<file path="config.mk">
export PLATFORM = sky130hd
export DESIGN_NAME = button_debounce_repeat_double_click
export DESIGN_NICKNAME = d
export VERILOG_FILES = /design/src/sv/bdrdc_pkg.sv /design/src/sv/bdrdc_cfg.sv /design/src/sv/bdrdc_button.sv /design/src/sv/button_debounce_repeat_double_click.sv
export SDC_FILE = /design/constraint.sdc
export NUM_CORES = 1
export LEC_CHECK = 0
export ABC_CLOCK_PERIOD_IN_PS = 4900
export BUFFER_PORTS_ARGS = -buffer_cell sky130_fd_sc_hd__buf_4
export CORE_ASPECT_RATIO = 1.5
export CORE_MARGIN = 2
export CORE_UTILIZATION = 49
export CTS_CLUSTER_DIAMETER = 100
export DETAILED_ROUTE_END_ITERATION = 12
export SETUP_SLACK_MARGIN = 0.15
export SLEW_MARGIN = 20
export SYNTH_ARGS = -nofsm -noshare
export SYNTH_HDL_FRONTEND = slang
export SYNTH_SLANG_ARGS = --single-unit
</file>
<file path="constraint.sdc">
create_clock -name clk -period 4.9 [get_ports clk]
set_input_delay 0.735 -clock clk [delete_from_list [all_inputs] [get_ports clk]]
set_output_delay 0.735 -clock clk [all_outputs]
set_load 0.1 [all_outputs]
</file>
<file path="src/sv/bdrdc_pkg.sv">
// ----------------------------------------------------------------------------
// bdrdc_pkg
// Shared types and constants for the button debouncer with repeat and
// double-click detection.
// ----------------------------------------------------------------------------
package bdrdc_pkg;

    localparam int CNT_W      = 12;
    localparam int WIN_W      = 8;
    localparam int CFG_IDX_W  = 2;
    localparam int CFG_DATA_W = 12;

    localparam logic [CNT_W-1:0] HOLD_MAX = {CNT_W{1'b1}};

    // Configuration register indexes.
    localparam logic [CFG_IDX_W-1:0] REG_LONG_PRESS_DELAY    = 2'd0;
    localparam logic [CFG_IDX_W-1:0] REG_REPEAT_INTERVAL     = 2'd1;
    localparam logic [CFG_IDX_W-1:0] REG_DOUBLE_CLICK_WINDOW = 2'd2;
    localparam logic [CFG_IDX_W-1:0] REG_LONG_PRESS_LIMIT    = 2'd3;

    // Reset values of the configuration registers.
    localparam logic [CNT_W-1:0] RST_LONG_PRESS_DELAY    = 12'd100;
    localparam logic [CNT_W-1:0] RST_REPEAT_INTERVAL     = 12'd20;
    localparam logic [WIN_W-1:0] RST_DOUBLE_CLICK_WINDOW = 8'd4;
    localparam logic [CNT_W-1:0] RST_LONG_PRESS_LIMIT    = 12'd300;

    typedef struct packed {
        logic [CNT_W-1:0] long_press_delay;
        logic [CNT_W-1:0] repeat_interval;
        logic [WIN_W-1:0] double_click_window;
        logic [CNT_W-1:0] long_press_limit;
    } cfg_t;

    typedef struct packed {
        logic press;
        logic dbl;
        logic level;
    } btn_evt_t;

endpackage

</file>
<file path="src/sv/bdrdc_cfg.sv">
// ----------------------------------------------------------------------------
// bdrdc_cfg
// Configuration register file, written through a plain write port.
// ----------------------------------------------------------------------------
module bdrdc_cfg
(
    input  logic                               clk,
    input  logic                               rst_n,
    input  logic                               cfg_we,
    input  logic [bdrdc_pkg::CFG_IDX_W-1:0]    cfg_index,
    input  logic [bdrdc_pkg::CFG_DATA_W-1:0]   cfg_data,
    output bdrdc_pkg::cfg_t                    cfg
);
    import bdrdc_pkg::*;

    cfg_t cfg_reg;

    always_ff @(posedge clk or negedge rst_n)
    begin
        if (!rst_n)
        begin
            cfg_reg.long_press_delay    <= RST_LONG_PRESS_DELAY;
            cfg_reg.repeat_interval     <= RST_REPEAT_INTERVAL;
            cfg_reg.double_click_window <= RST_DOUBLE_CLICK_WINDOW;
            cfg_reg.long_press_limit    <= RST_LONG_PRESS_LIMIT;
        end
        else if (cfg_we)
        begin
            unique case (cfg_index)
                REG_LONG_PRESS_DELAY:    cfg_reg.long_press_delay    <= cfg_data[CNT_W-1:0];
                REG_REPEAT_INTERVAL:     cfg_reg.repeat_interval     <= cfg_data[CNT_W-1:0];
                REG_DOUBLE_CLICK_WINDOW: cfg_reg.double_click_window <= cfg_data[WIN_W-1:0];
                REG_LONG_PRESS_LIMIT:    cfg_reg.long_press_limit    <= cfg_data[CNT_W-1:0];
                default:
                begin
                end
            endcase
        end
    end

    assign cfg = cfg_reg;

endmodule

</file>
<file path="src/sv/bdrdc_button.sv">
// ----------------------------------------------------------------------------
// bdrdc_button
// Per-button debounce filter, hold and repeat counters and click window.
// ----------------------------------------------------------------------------
module bdrdc_button
(
    input  logic                  clk,
    input  logic                  rst_n,
    input  logic                  advance,
    input  logic                  raw,
    input  bdrdc_pkg::cfg_t       cfg,
    output bdrdc_pkg::btn_evt_t   evt
);
    import bdrdc_pkg::*;

    logic [2:0]       hist_reg,    hist_next;
    logic             stable_reg,  stable_next;
    logic [CNT_W-1:0] hold_reg,    hold_next;
    logic [CNT_W-1:0] rep_reg,     rep_next;
    logic [CNT_W-1:0] used_reg,    used_next;
    logic [WIN_W-1:0] timer_reg,   timer_next;
    logic             pending_reg, pending_next;

    logic [CNT_W-1:0] hold_inc;
    logic [CNT_W-1:0] rep_inc;
    logic [WIN_W-1:0] timer_dec;
    logic             agree;
    logic             now;
    logic             press;
    logic             dbl;

    always_comb
    begin
        hist_next    = {hist_reg[1:0], raw};
        stable_next  = stable_reg;
        hold_next    = hold_reg;
        rep_next     = rep_reg;
        used_next    = used_reg;
        timer_next   = timer_reg;
        pending_next = pending_reg;
        press        = 1'b0;
        dbl          = 1'b0;

        agree     = (hist_next == 3'b000) || (hist_next == 3'b111);
        now       = hist_next[0];
        hold_inc  = (hold_reg == HOLD_MAX) ? hold_reg : hold_reg + 1'b1;
        rep_inc   = rep_reg;
        timer_dec = timer_reg - 1'b1;

        if (agree)
        begin
            if (now != stable_reg)
            begin
                stable_next = now;
                hold_next   = '0;
                rep_next    = '0;
                if (!now)
                begin
                    if (pending_reg && (timer_reg != '0))
                    begin
                        dbl          = 1'b1;
                        pending_next = 1'b0;
                        timer_next   = '0;
                    end
                    else
                    begin
                        press        = 1'b1;
                        pending_next = 1'b1;
                        timer_next   = cfg.double_click_window;
                    end
                end
            end
            else if (!now)
            begin
                hold_next = hold_inc;
                if (hold_inc >= cfg.long_press_delay)
                begin
                    // The repeat budget only counts while it lasts; the interval
                    // compare still runs once the budget is spent.
                    if (used_reg < cfg.long_press_limit)
                    begin
                        used_next = used_reg + 1'b1;
                        rep_inc   = rep_reg + 1'b1;
                    end
                    if (rep_inc >= cfg.repeat_interval)
                    begin
                        press    = 1'b1;
                        rep_next = '0;
                    end
                    else
                    begin
                        rep_next = rep_inc;
                    end
                end
            end
            else
            begin
                hold_next = '0;
                rep_next  = '0;
                used_next = '0;
                if (pending_reg && (timer_reg != '0))
                begin
                    timer_next = timer_dec;
                    if (timer_dec == '0)
                    begin
                        pending_next = 1'b0;
                    end
                end
            end
        end
    end

    always_ff @(posedge clk or negedge rst_n)
    begin
        if (!rst_n)
        begin
            hist_reg    <= 3'b111;
            stable_reg  <= 1'b1;
            hold_reg    <= '0;
            rep_reg     <= '0;
            used_reg    <= '0;
            timer_reg   <= '0;
            pending_reg <= 1'b0;
        end
        else if (advance)
        begin
            hist_reg    <= hist_next;
            stable_reg  <= stable_next;
            hold_reg    <= hold_next;
            rep_reg     <= rep_next;
            used_reg    <= used_next;
            timer_reg   <= timer_next;
            pending_reg <= pending_next;
        end
    end

    assign evt.press = press;
    assign evt.dbl   = dbl;
    assign evt.level = stable_next;

endmodule

</file>
<file path="src/sv/button_debounce_repeat_double_click.sv">
// ----------------------------------------------------------------------------
// button_debounce_repeat_double_click
// Debouncer for a row of active-low buttons with press, auto-repeat and
// double-click events, one sample tick per request.
// ----------------------------------------------------------------------------
//  Channel   Direction  Content
//  s_*       in         tdata: raw_levels (BUTTONS bits, 1 released)
//  m_*       out        tdata: press_events, double_click_events, stable_levels
//  cfg_*     in         write enable, register index, 12-bit write data
//
//  One request per cycle while the output is not stalled; each tick passes an input
//  register, the per-button next-state logic, and the result register.
//  Button state advances only when a tick moves into the result register.
//  A stalled result holds while one more request waits in the input register.
//  Reset returns every button to released with all counters cleared.
// ----------------------------------------------------------------------------
module button_debounce_repeat_double_click
#(
    parameter int BUTTONS = 4
)
(
    input  logic                                  clk,
    input  logic                                  rst_n,
    input  logic                                  s_tvalid,
    output logic                                  s_tready,
    // raw_levels from bit 0
    input  logic [((BUTTONS+7)/8)*8-1:0]          s_tdata,
    output logic                                  m_tvalid,
    input  logic                                  m_tready,
    // press_events, then double_click_events, then stable_levels, from bit 0
    output logic [((3*BUTTONS+7)/8)*8-1:0]        m_tdata,
    input  logic                                  cfg_we,
    input  logic [bdrdc_pkg::CFG_IDX_W-1:0]       cfg_index,
    input  logic [bdrdc_pkg::CFG_DATA_W-1:0]      cfg_data
);
    import bdrdc_pkg::*;

    localparam int OUT_W = ((3*BUTTONS+7)/8)*8;

    cfg_t                   cfg;
    btn_evt_t               evt [BUTTONS];
    logic                   in_valid_reg;
    logic [BUTTONS-1:0]     in_raw_reg;
    logic                   m_tvalid_reg;
    logic [OUT_W-1:0]       m_tdata_reg;
    logic [OUT_W-1:0]       m_tdata_next;
    logic                   advance;

    bdrdc_cfg u_cfg
    (
        .clk       (clk),
        .rst_n     (rst_n),
        .cfg_we    (cfg_we),
        .cfg_index (cfg_index),
        .cfg_data  (cfg_data),
        .cfg       (cfg)
    );

    assign advance  = in_valid_reg && (!m_tvalid_reg || m_tready);
    assign s_tready = !in_valid_reg || advance;

    for (genvar b = 0; b < BUTTONS; b++)
    begin : g_btn
        bdrdc_button u_btn
        (
            .clk     (clk),
            .rst_n   (rst_n),
            .advance (advance),
            .raw     (in_raw_reg[b]),
            .cfg     (cfg),
            .evt     (evt[b])
        );
    end

    always_comb
    begin
        m_tdata_next = '0;
        for (int b = 0; b < BUTTONS; b++)
        begin
            m_tdata_next[b]             = evt[b].press;
            m_tdata_next[BUTTONS + b]   = evt[b].dbl;
            m_tdata_next[2*BUTTONS + b] = evt[b].level;
        end
    end

    always_ff @(posedge clk or negedge rst_n)
    begin
        if (!rst_n)
        begin
            in_valid_reg <= 1'b0;
            m_tvalid_reg <= 1'b0;
        end
        else
        begin
            if (s_tready)
            begin
                in_valid_reg <= s_tvalid;
            end
            if (advance)
            begin
                m_tvalid_reg <= 1'b1;
            end
            else if (m_tready)
            begin
                m_tvalid_reg <= 1'b0;
            end
        end
    end

    always_ff @(posedge clk)
    begin
        if (s_tready && s_tvalid)
        begin
            in_raw_reg <= s_tdata[BUTTONS-1:0];
        end
        if (advance)
        begin
            m_tdata_reg <= m_tdata_next;
        end
    end

    assign m_tvalid = m_tvalid_reg;
    assign m_tdata  = m_tdata_reg;

    // A button never reports a press and a double click in the same tick.
    a_press_dbl_exclusive: assert property (@(posedge clk) disable iff (!rst_n)
        m_tvalid |-> ((m_tdata[BUTTONS-1:0] & m_tdata[2*BUTTONS-1:BUTTONS]) == '0))
        else $error("press and double click on the same button");

    // A double click always comes with the button debounced as pressed.
    a_dbl_when_pressed: assert property (@(posedge clk) disable iff (!rst_n)
        m_tvalid |-> ((m_tdata[2*BUTTONS-1:BUTTONS] & m_tdata[3*BUTTONS-1:2*BUTTONS]) == '0))
        else $error("double click while button released");

    // An empty result register never blocks the input side.
    a_ready_when_empty: assert property (@(posedge clk) disable iff (!rst_n)
        !m_tvalid_reg |-> s_tready)
        else $error("input stalled with empty result register");

    // An advancing tick is valid in the result register in the next cycle.
    a_advance_fills: assert property (@(posedge clk) disable iff (!rst_n)
        advance |=> m_tvalid_reg)
        else $error("advanced tick did not appear at the output");

endmodule
</file>
; ---- Word level (Yosys, flattened, before mapping)
; Index checks and enable logic that the tools add are counted.
; Widths: inputs -> output; s select.
[op_classes]
addsub = 16
magnitude_cmp = 12
n_eq_ne = 19
n_mux = 138
bitwise_logic = 8
n_reduce_logical = 80
[op_table]
columns = operator, n
row1 = $mux 12, 60
row2 = $mux 8, 20
row3 = $add 12x1->12 const B, 12
row4 = $ge 12x12->1, 8
row5 = $mux 1, 58
row6 = $eq 12x12->1 const B, 4
row7 = $lt 12x12->1, 4
row8 = $reduce_bool 2->1, 21
row9 = $reduce_and 5->1, 8
row10 = $logic_not 8->1, 4
row11 = $reduce_bool 8->1, 4
row12 = $sub 8x1->8 const B, 4
row13 = $reduce_and 6->1, 4
row14 = $reduce_and 2->1, 8
row15 = $eq 3x3->1 const B, 4
row16 = $logic_not 3->1, 4
row17 = $reduce_and 3->1, 4
row18 = $reduce_bool 3->1, 4
row19 = $reduce_or 3->1, 4
row20 = $ne 2x2->1 const B, 4
row21 = $not 1->1, 8
row22 = $logic_and 1x1->1, 6
row23 = $logic_or 1x1->1, 6
row24 = $eq 2x2->1 const B, 2
row25 = other kinds (4), 8
[word_totals]
register_bits = 254
input_bits = 27
out_inout_bits = 18
word_cells = 317

; ---- Logic depth before layout (Yosys ltp)
; Gate-level depths: netlist of the first run.
[depth]
ltp_word = 12
mapped_depth = 20
mapped_depth_nobuf = 17

; ---- Cells and area by module
; Synthesis of the first run repeated with hierarchy kept, for this count alone.
[hier_totals]
hier_cells = 2073
area_unflattened_um2 = 18536.5
[by_module_without_submodules]
columns = mod, n_inst, cells_per_inst, area_per_inst_um2, seq_area_each_um2
row1 = bdrdc_button at g_btn[0].u_btn ..., 2, 494, 4058.9, 1204.9
row2 = bdrdc_button at g_btn[1].u_btn, 1, 487, 4071.4, 1204.9
row3 = bdrdc_button at g_btn[3].u_btn, 1, 474, 3926.3, 1204.9
row4 = bdrdc_cfg, 1, 95, 1803.0, 1113.6
row5 = button_debounce_repeat_double_click, 1, 29, 618.1, 530.5

; ---- Worst setup path after synthesis of the first run
; Ideal clock, no wire load.
[synth_timing]
path_kind = register to register
startpoint = register u_cfg.cfg_reg (netlist bit u_cfg.cfg[2])
endpoint = register g_btn[3].u_btn.rep_reg[6]
setup_ns = 0.069
arrival_time_ns = 4.074
required_time_ns = 4.831
path_slack_ns = 0.758
stages_incl_launch_ff = 20
path_buffers = 3
period_less_slack_ns = 4.142
path_cell_list = dfstp_2 > inv_1 > ha_1 > a211oi_1 > o21ai_0 > a21oi_1 > o21a_1 > buf_2 > and2_1 > clkbuf_1 > nand3_1 > xnor2_1 > ha_1 > a21o_1 > a221oi_1 > o41ai_1 > or3_1 > clkbuf_1 > or4_1 > nand3_1
[synth_between]
elab_chain_cells = 11
[synth_lines]
columns = element, line_no
row1 = start: declaration, bdrdc_cfg.sv:16  ; cfg_t cfg_reg;
row2 = $lt 12x12->1 (*), bdrdc_button.sv:80  ; if (used_reg < cfg.long_press_limit)
row3 = $mux 12 (*), bdrdc_button.sv:80
row4 = $mux 12 (*), bdrdc_button.sv:76  ; if (hold_inc >= cfg.long_press_delay)
row5 = $mux 12 (*), bdrdc_button.sv:73  ; else if (!now)
row6 = $mux 12 (*), bdrdc_button.sv:52  ; if (now != stable_reg)
row7 = $mux 12 (*), bdrdc_button.sv:50  ; if (agree)
row8 = $ge 12x12->1, bdrdc_button.sv:85  ; if (rep_inc >= cfg.repeat_interval)
row9 = $mux 12 (*), bdrdc_button.sv:85
row10 = $mux 12 (*), bdrdc_button.sv:76
row11 = $mux 12 (*), bdrdc_button.sv:73
row12 = $mux 12 (*), bdrdc_button.sv:52
row13 = end signal: assignment, bdrdc_button.sv:130  ; rep_reg <= rep_next;
row14 = end: declaration, bdrdc_button.sv:19  ; logic [CNT_W-1:0] rep_reg, rep_next;
; Every way passes the cells marked *; elsewhere a longest branch is shown, timed or not. The select of a mux whose other input is x is not followed.
; A chain may end at the register's enable or synchronous reset.

; ---- Worst setup path after layout of the first run
; Ends and elaborated chain as after synthesis.

==> run_results.csv, run 1 <==
group,metric,value,unit
outcome,status,"completed",
yosys,synth_cell_type_count,79,
drt,drc,0,
final_layout,fillerInstances,3311,
clock_tree,cts-buffers-inserted,29,
placed_design,pre_cts_ws,132,ps
sta,layout_worst_path_cycle_share,0.903,
clock_tree,clkSlewWorstSetupHoldPaths,60,ps
final_layout,register_area,6460,µm²
placed_design,post_dp_cell_area,18500,µm²
power_and_ir_drop,p_total,7.08,mW
placed_design,portBuffers,36,
clock_tree,clock_sinks,254,
sta,tns,0,ps
final_layout,final_layout_size_suffix_gt1_frac,0.119,
yosys,synth_edf_count,16,
yosys,yosys.cell_count.top_type,"nand2_1",
global_routing,grt_pass1_vias,14800,
clock_tree,cts_hold_buf,0,
final_layout,design_area,19600,µm²
critical_path,end_kind,"register",
yosys,ys_ff_latch,254,
final_layout,utilization,0.548,
yosys,synth_top_area_frac,0.305,
yosys,synth_cells,2001,
sta,hold_viol,0,
global_routing,grt_max_degree,88,
global_routing,overflow,0,
run,drv_cap,0,
drt,postRouteWirelength,48.4,mm
critical_path,worst-path-max-fanout,9,
drt,first_pass_iters,5,
drt,post_drt_wl_per_cell,19.1,µm
yosys,yosysWarningCount,0,
floorplan,start_util,0.495,
clock_tree,clk_latency,570,ps
placed_design,dpl.hpwl,36.4,mm
clock_tree,cts_tree,"done",
power_and_ir_drop,irDropWorstVdd,0.259,mV
floorplan,num_rows,85,
global_routing,grt_pass1_wl,77.8,mm
sta,fmax,0.226,GHz
yosys,syn-cell-area,17700,µm²
yosys,async_flop_share,0.937,
sta,setup_ws,474,ps
critical_path,worstSetupStartpointType,"register",
sta,worst_pin_slew,962,ps
yosys,ys_top_cells_by_count,"nand2_1, dfrtp_1, ha_1",
yosys,synthFlopType,"dfrtp_1",
power_and_ir_drop,leakage,9.09,nW
yosys,yosysTopAreaCell,"dfrtp_1",
clock_tree,ctsHtreeMaxLevel,1,
floorplan,chipWidth,159,µm
critical_path,path_class,"reg2reg",
sta,skew,16.3,ps
sta,rsz0062_at_grt,"true",
yosys,synth.avg_cell_area,8.84,µm²
floorplan,core-area,35700,µm²
floorplan,die_h,237,µm
yosys,synth_area_leaders,"dfrtp_1, ha_1, nand2_1",
sta,setup_viol,0,
power_and_ir_drop,p_per_area,361,nW/µm²
clock_tree,ctsLongestPathBuffers,3,
sta,min_period,4430,ps
final_layout,layout.nets,2224,
drt,avgViaCountPerCell,5.97,
final_layout,multi_input_area,10700,µm²
sta,maxSlewHeadroom,0.357,
final_layout,area_growth,10.8,%
global_routing,grt_usage,0.256,
critical_path,cp.arrival,4940,ps
floorplan,die-area,37700,µm²
drt,antenna_left,0,
min_path,hold_class,"in2async",
floorplan,ios,45,
drt,drt_first_iter_violations,1012,
drt,vias,15100,
critical_path,required,5410,ps
sta,slew_viol_final,0,
placed_design,globalplace.congestion,0.867,
yosys,ys_seq_area_frac,0.365,
global_routing,antenna_found_initial,0,
clock_tree,cts_root_buf,"clkbuf_16",
==> kinds of logic (layout without fill, tap and decap cells) <==
| group | Yosys count | after routing | share of synthesized area |
|---|---|---|---|
| DFF | 254 | 254 | 0.365 |
| xor gates and xnor gates | 82 | 82 | 0.0406 |
| AOI/OAI and AO/OA | 537 | 537 | 0.197 |
| other | 1 | 5 | 0.000212 |
| muxes | 56 | 56 | 0.0347 |
| buffers and inverters | 167 | 215 | 0.0379 |
| adders and majority gates | 168 | 168 | 0.119 |
| and+or+nand+nor | 736 | 736 | 0.205 |
==> stage by stage <==
step                      hold slack [ps]  cells
final                                 148   2531
after global routing                  206   2530
after CTS                             181   2526
after detailed placement              468   2471
after global placement                467   2471
after floorplan                       439   2004
==> per-layer routing <==
layer | vias to the layer above | track usage | share of wire
met2 | 313 | 0.469 | 0.51
li1 | 7410 | - | -
met3 | 88 | 0.0273 | 0.041
met1 | 7307 | 0.303 | 0.41
met4 | 0 | 0.110 | 0.040
met5 | - | 0 | 0
==> critical path, cell delays in order, from the launching register on <==
cell and delay (ps):
dfstp_2 530, inv_1 120, ha_1 340, a211oi_1 230, o21ai_0 140, a21oi_2 240
o211ai_1 110, buf_4 190, nor2_1 180, xor2_1 190, ha_1 270, a21oi_1 150
o221ai_1 130, a221oi_1 280, o41ai_1 150, buf_4 180, or3_4 430, or4_1 410
nand3_1 90
==> final timing paths <==
check                                           start                     endpoint  slack, ps  depth (start not counted)
max                                      u_cfg.cfg[2]    g_btn[3].u_btn.rep_reg[6]        470                         18
min                                             rst_n  g_btn[3].u_btn.timer_reg[2]        150                          1
max reg2reg                              u_cfg.cfg[2]    g_btn[3].u_btn.rep_reg[6]        470                         18
min reg2reg                g_btn[1].u_btn.hist_reg[1]   g_btn[1].u_btn.hist_reg[1]        480                          2
max in group asynchronous                       rst_n    g_btn[0].u_btn.rep_reg[8]       3670                          2
min in group clk                           s_tdata[3]                in_raw_reg[3]        340                          1
==> where the power goes <==
group	leakage (nW)	total, mW	internal, mW	switching, mW
clock	0.459	2.16	1.22	0.938
sequential	3.17	2.75	2.42	0.333
combinational	5.46	2.16	0.797	1.37
==> area by class of cell <==
| type | count | area share |
|---|---|---|
| Multi-Input combinational cell | 1583 | 0.543 |
| Sequential cell | 254 | 0.330 |
| Clock buffer | 36 | 0.0409 |
| Timing Repair Buffer | 83 | 0.0328 |
| Inverter | 78 | 0.0149 |
| Clock inverter | 18 | 0.00753 |
| Tap cell | 478 | 0.0305 |
| Antenna cell | 1 | 0.000128 |
==> cells in the final DEF (no fill, tap or decap), types with 11 or more instances in the layout <==
master | Yosys | routed
dfrtp_1 | 216 | 216
and3_1 | 34 | 34
nand2_1 | 217 | 217
inv_1 | 73 | 73
nor3_1 | 48 | 46
xnor2_1 | 50 | 49
clkbuf_16 | 0 | 29
nor2b_1 | 11 | 11
or3_1 | 18 | 17
nor2_1 | 154 | 153
or4_1 | 20 | 20
nand3_1 | 87 | 87
and4_1 | 13 | 13
nor4_1 | 22 | 22
mux2i_1 | 13 | 13
buf_4 | 8 | 81
a21oi_1 | 121 | 119
nand2b_1 | 20 | 20
mux2_2 | 43 | 43
a21o_1 | 56 | 56
or2_2 | 14 | 14
a31oi_1 | 40 | 40
dfstp_2 | 22 | 22
o211ai_1 | 15 | 15
ha_1 | 168 | 168
nand4_1 | 36 | 36
a211oi_1 | 15 | 14
edfxtp_1 | 16 | 16
xor2_1 | 32 | 32
o21a_1 | 12 | 11
o31ai_1 | 27 | 27
a22o_1 | 19 | 19
o21ai_0 | 136 | 136
a211o_1 | 17 | 17
==> repair_timing <==
action,CTS,global route
gates resized for setup,0,14
setup buffers,1,4
pin swaps,1,5
endpoints found under the setup margin,1,30
No activity file was read; power rests on OpenSTA's default activity.
==> run 2, diff against run 1 <==
- CORE_MARGIN: 2 -> default
==> run_results.csv, run 2 (same netlist as run 1, synthesis figures left out) <==
group,metric,value,unit
final_layout,final_common_cell,"nand2_1",
floorplan,die_h,235,µm
floorplan,num_rows,84,
global_routing,met3_usage,0.0232,
sta,min_period,4480,ps
final_layout,layout_common_cells,"nand2_1, dfrtp_1, ha_1",
drt,drt_first_iter_violations,962,
critical_path,crit_family,"compound AO/OA/AOI/OAI gates",
placed_design,dpl.hpwl,36.6,mm
critical_path,path_class,"reg2reg",
power_and_ir_drop,p_comb_frac,0.306,
power_and_ir_drop,switchingPower,2.63,mW
critical_path,end_kind,"register",
global_routing,top_usage_layer,"met2",
global_routing,grt_pass1_vias,14800,
clock_tree,cts-buffers-inserted,28,
outcome,status,"completed",
final_layout,area_growth,10.9,%
sta,layout_worst_path_cycle_share,0.914,
clock_tree,clk_latency,570,ps
clock_tree,clock_sinks,254,
sta,hold_viol,0,
power_and_ir_drop,irDropWorstVdd,0.235,mV
power_and_ir_drop,leakage,9.10,nW
critical_path,cp.arrival,4970,ps
sta,tns,0,ps
sta,timing.hold.ws,197,ps
critical_path,crit_slowest_cell,"dfstp_2",
global_routing,grt_pass1_wl,79.6,mm
placed_design,post_dp_cell_area,18600,µm²
floorplan,ios,45,
floorplan,chipWidth,157,µm
critical_path,cpMostUsedCell,"ha_1",
global_routing,grtUsageMet1,0.345,
power_and_ir_drop,swShare,0.369,
critical_path,worstSetupStartpointType,"register",
global_routing,overflow,0,
drt,first_pass_iters,4,
clock_tree,cts_hold_buf,0,
sta,fmax,0.223,GHz
placed_design,globalplace.congestion,0.863,
power_and_ir_drop,power_frac_seq,0.388,
drt,avgViaCountPerCell,6.03,
sta,skew,19.6,ps
critical_path,worst-path-max-fanout,9,
critical_path,required,5390,ps
sta,slew_viol_final,0,
clock_tree,clkSlewWorstSetupHoldPaths,70,ps
sta,rsz0062_at_grt,"false",
floorplan,start_util,0.501,
critical_path,cpPeakStageDelay,530,ps
floorplan,core-area,35300,µm²
drt,drc,0,
clock_tree,ctsHtreeMaxLevel,1,
clock_tree,cts_root_buf,"clkbuf_16",
final_layout,final_layout_size_suffix_gt1_frac,0.117,
final_layout,layout.nets,2228,
power_and_ir_drop,p_per_area,363,nW/µm²
final_layout,design_area,19600,µm²
clock_tree,ctsLongestPathBuffers,3,
global_routing,grt_usage,0.274,
drt,vias,15300,
critical_path,cp_cell_sequence,"inv_1 > ha_1 > nand2_1 > nor3_1 > a21oi_2 > o211ai_1 > nor2_1 > xor2_1 > ha_1 > a21oi_1 > o221ai_1 > a221oi_1 > o41ai_1 > buf_4 > or3_4 > or4_1 > nand3_1",
drt,post_drt_wl_per_cell,19.6,µm
sta,worst_pin_slew,1010,ps
global_routing,use_met2,0.483,
placed_design,portBuffers,36,
drt,postRouteWirelength,49.7,mm
sta,maxSlewHeadroom,0.321,
power_and_ir_drop,internal_power,4.50,mW
final_layout,register_area,6460,µm²
sta,setup_viol,0,
power_and_ir_drop,pwr-share-clk,0.307,
min_path,hold_class,"in2async",
critical_path,path_buf_inv,2,
final_layout,multi_input_area,10700,µm²
floorplan,die-area,36900,µm²
global_routing,antenna_found_initial,0,
clock_tree,cts_tree,"done",
drt,antenna_left,0,
final_layout,fillerInstances,3278,
run,drv_cap,0,
global_routing,grt_max_degree,102,
-- run 2: cell types whose count changed in the layout (fill, tap and decap cells not counted), sizes merged --
cell / previous run / this run
buf: 83 / 88
clkinvlp: 5 / 1
clkinv: 15 / 9
bufinv: 1 / 2
inv: 75 / 73
clkbuf: 36 / 45
-- run 2: final timing paths --
path	start	end	slack, ps	depth (start not counted)
setup / recovery	u_cfg.cfg[5]	g_btn[3].u_btn.rep_reg[6]	420	17
hold / removal	rst_n	g_btn[1].u_btn.timer_reg[1]	200	1
setup reg to reg	u_cfg.cfg[5]	g_btn[3].u_btn.rep_reg[6]	420	17
hold reg to reg	g_btn[1].u_btn.hist_reg[1]	g_btn[1].u_btn.hist_reg[1]	470	2
max in group asynchronous	rst_n	u_cfg.cfg[8]	3610	2
min in group clk	s_tdata[0]	in_raw_reg[0]	350	1
-- run 2: layout make-up --
cell class	count	area share
Antenna cell	1	0.000128
Clock buffer	45	0.0426
Clock inverter	7	0.00465
Inverter	78	0.0149
Multi-Input combinational cell	1583	0.544
Sequential cell	254	0.329
Tap cell	473	0.0302
Timing Repair Buffer	88	0.0347
-- run 2: repair_timing --
action                     CTS  global route
resized for setup            3            15
setup endpoints to repair   10            47
pin swaps                    0             7
buffers inserted             0             4
-- run 2: metal layers --
metal  up-vias  wire (µm)
li1       7410          -
met3        94       1640
met2       289      25200
met5         -          0
met4         0       1730
met1      7457      21100
-- run 2: power by group through the flow --
stage               Combinational, mW  Clock, mW  Sequential [mW]
floorplan                        1.46          0             2.78
global placement                 2.10          0             2.79
detailed placement               2.16          0             2.80
CTS                              2.17       2.24             2.76
global route                     2.45       2.32             2.81
finish                           2.18       2.19             2.76
-- run 2: worst reg2reg max path, delay by kind of cell (launching register included) --
family | cells | cell delay (ps)
AO/OA/AOI/OAI | 6 | 1410
buffers and inverters | 2 | 310
XOR/XNOR | 1 | 180
AND/OR/NAND/NOR | 6 | 1350
flip-flops | 1 | 530
adder cells (fa/ha/maj) | 2 | 640
-- run 2: stage by stage --
step                      utilization  power [mW]  instances  setup slack, ps
after floorplan                     -        4.24       2004              758
after global placement          0.526        4.89       2472              110
after CTS                       0.553        7.17       2524              228
after global routing            0.556        7.58       2528              133
after detailed placement        0.526        4.95       2472             72.2
final                           0.556        7.13       2529              423
==> run 3, diff against run 2 <==
- PLACE_DENSITY: default -> 0.67
==> run_results.csv, run 3 (same netlist as run 1, synthesis figures left out) <==
group,metric,value,unit
power_and_ir_drop,internal_power,4.43,mW
global_routing,antenna_found_initial,0,
run,drv_cap,0,
drt,first_pass_iters,7,
sta,hold_viol,0,
drt,avgViaCountPerCell,6.10,
critical_path,required,5400,ps
power_and_ir_drop,leakage,9.07,nW
clock_tree,clk_latency,570,ps
power_and_ir_drop,irDropWorstVdd,0.288,mV
global_routing,grt_pass1_wl,78.1,mm
drt,antenna_left,0,
power_and_ir_drop,p_comb_frac,0.308,
global_routing,grt_usage,0.268,
drt,wl_met1,19.8,mm
outcome,status,"completed",
floorplan,core-area,35300,µm²
drt,wl_met2,24.4,mm
power_and_ir_drop,swShare,0.370,
sta,skew,12.2,ps
drt,drt_first_iter_violations,843,
sta,slew_viol_final,0,
min_path,hold_class,"in2async",
drt,postRouteWirelength,48.6,mm
final_layout,final_common_cell,"nand2_1",
placed_design,portBuffers,36,
drt,top_layer,"met4",
clock_tree,clkSlewWorstSetupHoldPaths,60,ps
sta,tns,0,ps
floorplan,die-area,36900,µm²
final_layout,layout_common_cells,"nand2_1, dfrtp_1, ha_1",
power_and_ir_drop,p_per_area,360,nW/µm²
floorplan,start_util,0.501,
placed_design,globalplace.congestion,0.900,
power_and_ir_drop,pwr-share-clk,0.299,
global_routing,grt_pass1_vias,15000,
clock_tree,cts_tree,"done",
floorplan,die_h,235,µm
final_layout,final_layout_size_suffix_gt1_frac,0.112,
global_routing,overflow,0,
critical_path,path_class,"reg2reg",
sta,layout_worst_path_cycle_share,0.923,
clock_tree,ctsLongestPathBuffers,3,
sta,worst_pin_slew,1090,ps
clock_tree,clock_sinks,254,
sta,fmax,0.221,GHz
floorplan,ios,45,
power_and_ir_drop,switchingPower,2.60,mW
drt,dr_wl_met3,1.99,mm
sta,maxSlewHeadroom,0.266,
floorplan,num_rows,84,
power_and_ir_drop,power_frac_seq,0.392,
placed_design,dpl.hpwl,35.5,mm
drt,post_drt_wl_per_cell,19.3,µm
critical_path,worst-path-max-fanout,9,
sta,rsz0062_at_grt,"false",
clock_tree,ctsHtreeMaxLevel,1,
drt,vias,15400,
clock_tree,cts_root_buf,"clkbuf_16",
sta,timing.hold.ws,196,ps
critical_path,cp.arrival,5020,ps
final_layout,area_growth,10.5,%
critical_path,worstSetupStartpointType,"register",
critical_path,end_kind,"register",
final_layout,layout.nets,2224,
sta,min_period,4520,ps
sta,setup_viol,0,
global_routing,grt_max_degree,103,
floorplan,chipWidth,157,µm
drt,drc,0,
clock_tree,cts-buffers-inserted,28,
==> run 3: what timing repair did <==
action | 4_1_cts | 5_1_grt
setup buffers | 0 | 1
hold buffers | 0 | 0
setup endpoints to repair | 0 | 35
resized for setup | 0 | 15
==> run 3: worst paths after layout <==
| path | start | to | slack, ps | cells after the start |
|---|---|---|---|---|
| worst max-delay path | u_cfg.cfg[2] | g_btn[3].u_btn.rep_reg[6] | 380 | 17 |
| min in group clk | s_tdata[3] | in_raw_reg[3] | 340 | 1 |
| worst max register to register | u_cfg.cfg[2] | g_btn[3].u_btn.rep_reg[6] | 380 | 17 |
| worst min-delay path | rst_n | g_btn[3].u_btn.timer_reg[7] | 200 | 1 |
| worst min register to register | g_btn[1].u_btn.hist_reg[0] | g_btn[1].u_btn.hist_reg[1] | 470 | 2 |
| max in group asynchronous | rst_n | g_btn[1].u_btn.rep_reg[4] | 3550 | 2 |
==> run 3: worst max-delay path: stages (launching register included) <==
cell and delay, ps:
dfstp_2 520, inv_1 130, ha_1 340, a211oi_1 220
o21ai_0 110, a21oi_1 270, o21a_1 200, and2_2 230
nand3_1 120, xnor2_1 230, ha_1 290, a21o_1 190
a221oi_1 310, o41ai_1 150, buf_4 180, or3_4 430
or4_1 410, nand3_1 110
==> run 3: cell type report <==
class                      count  area (µm²)
sequential                   254        6460
fill                        3255       15800
multi-input combinational   1583       10600
clock inverter                 4        45.0
clock buffer                  48         847
antenna                        1        2.50
timing repair buffer          84         654
inverter                      78         293
tap                          473         592
==> run 3: per-stage QoR <==
stage	util	instance area [µm²]	cells	setup WS [ps]	power, mW
CTS	0.551	19500	2522	186	7.05
floorplan	-	17700	2004	758	4.24
global route	0.553	19500	2524	117	7.46
finish	0.553	19500	2525	380	7.04
detailed placement	0.526	18600	2470	198	4.92
global placement	0.526	18600	2470	239	4.84
==> run 3: metal layers <==
layer / up-vias / global-route usage
met5: - / 0
met4: 0 / 0.135
met3: 131 / 0.0249
met2: 381 / 0.469
met1: 7500 / 0.325
li1: 7397 / -
==> run 3: power by group through the flow <==
stage	clock [mW]	combinational, mW	sequential (mW)
detailed placement	0	2.14	2.78
global route	2.23	2.43	2.80
floorplan	0	1.46	2.78
finish	2.11	2.17	2.76
global placement	0	2.07	2.77
CTS	2.15	2.15	2.75
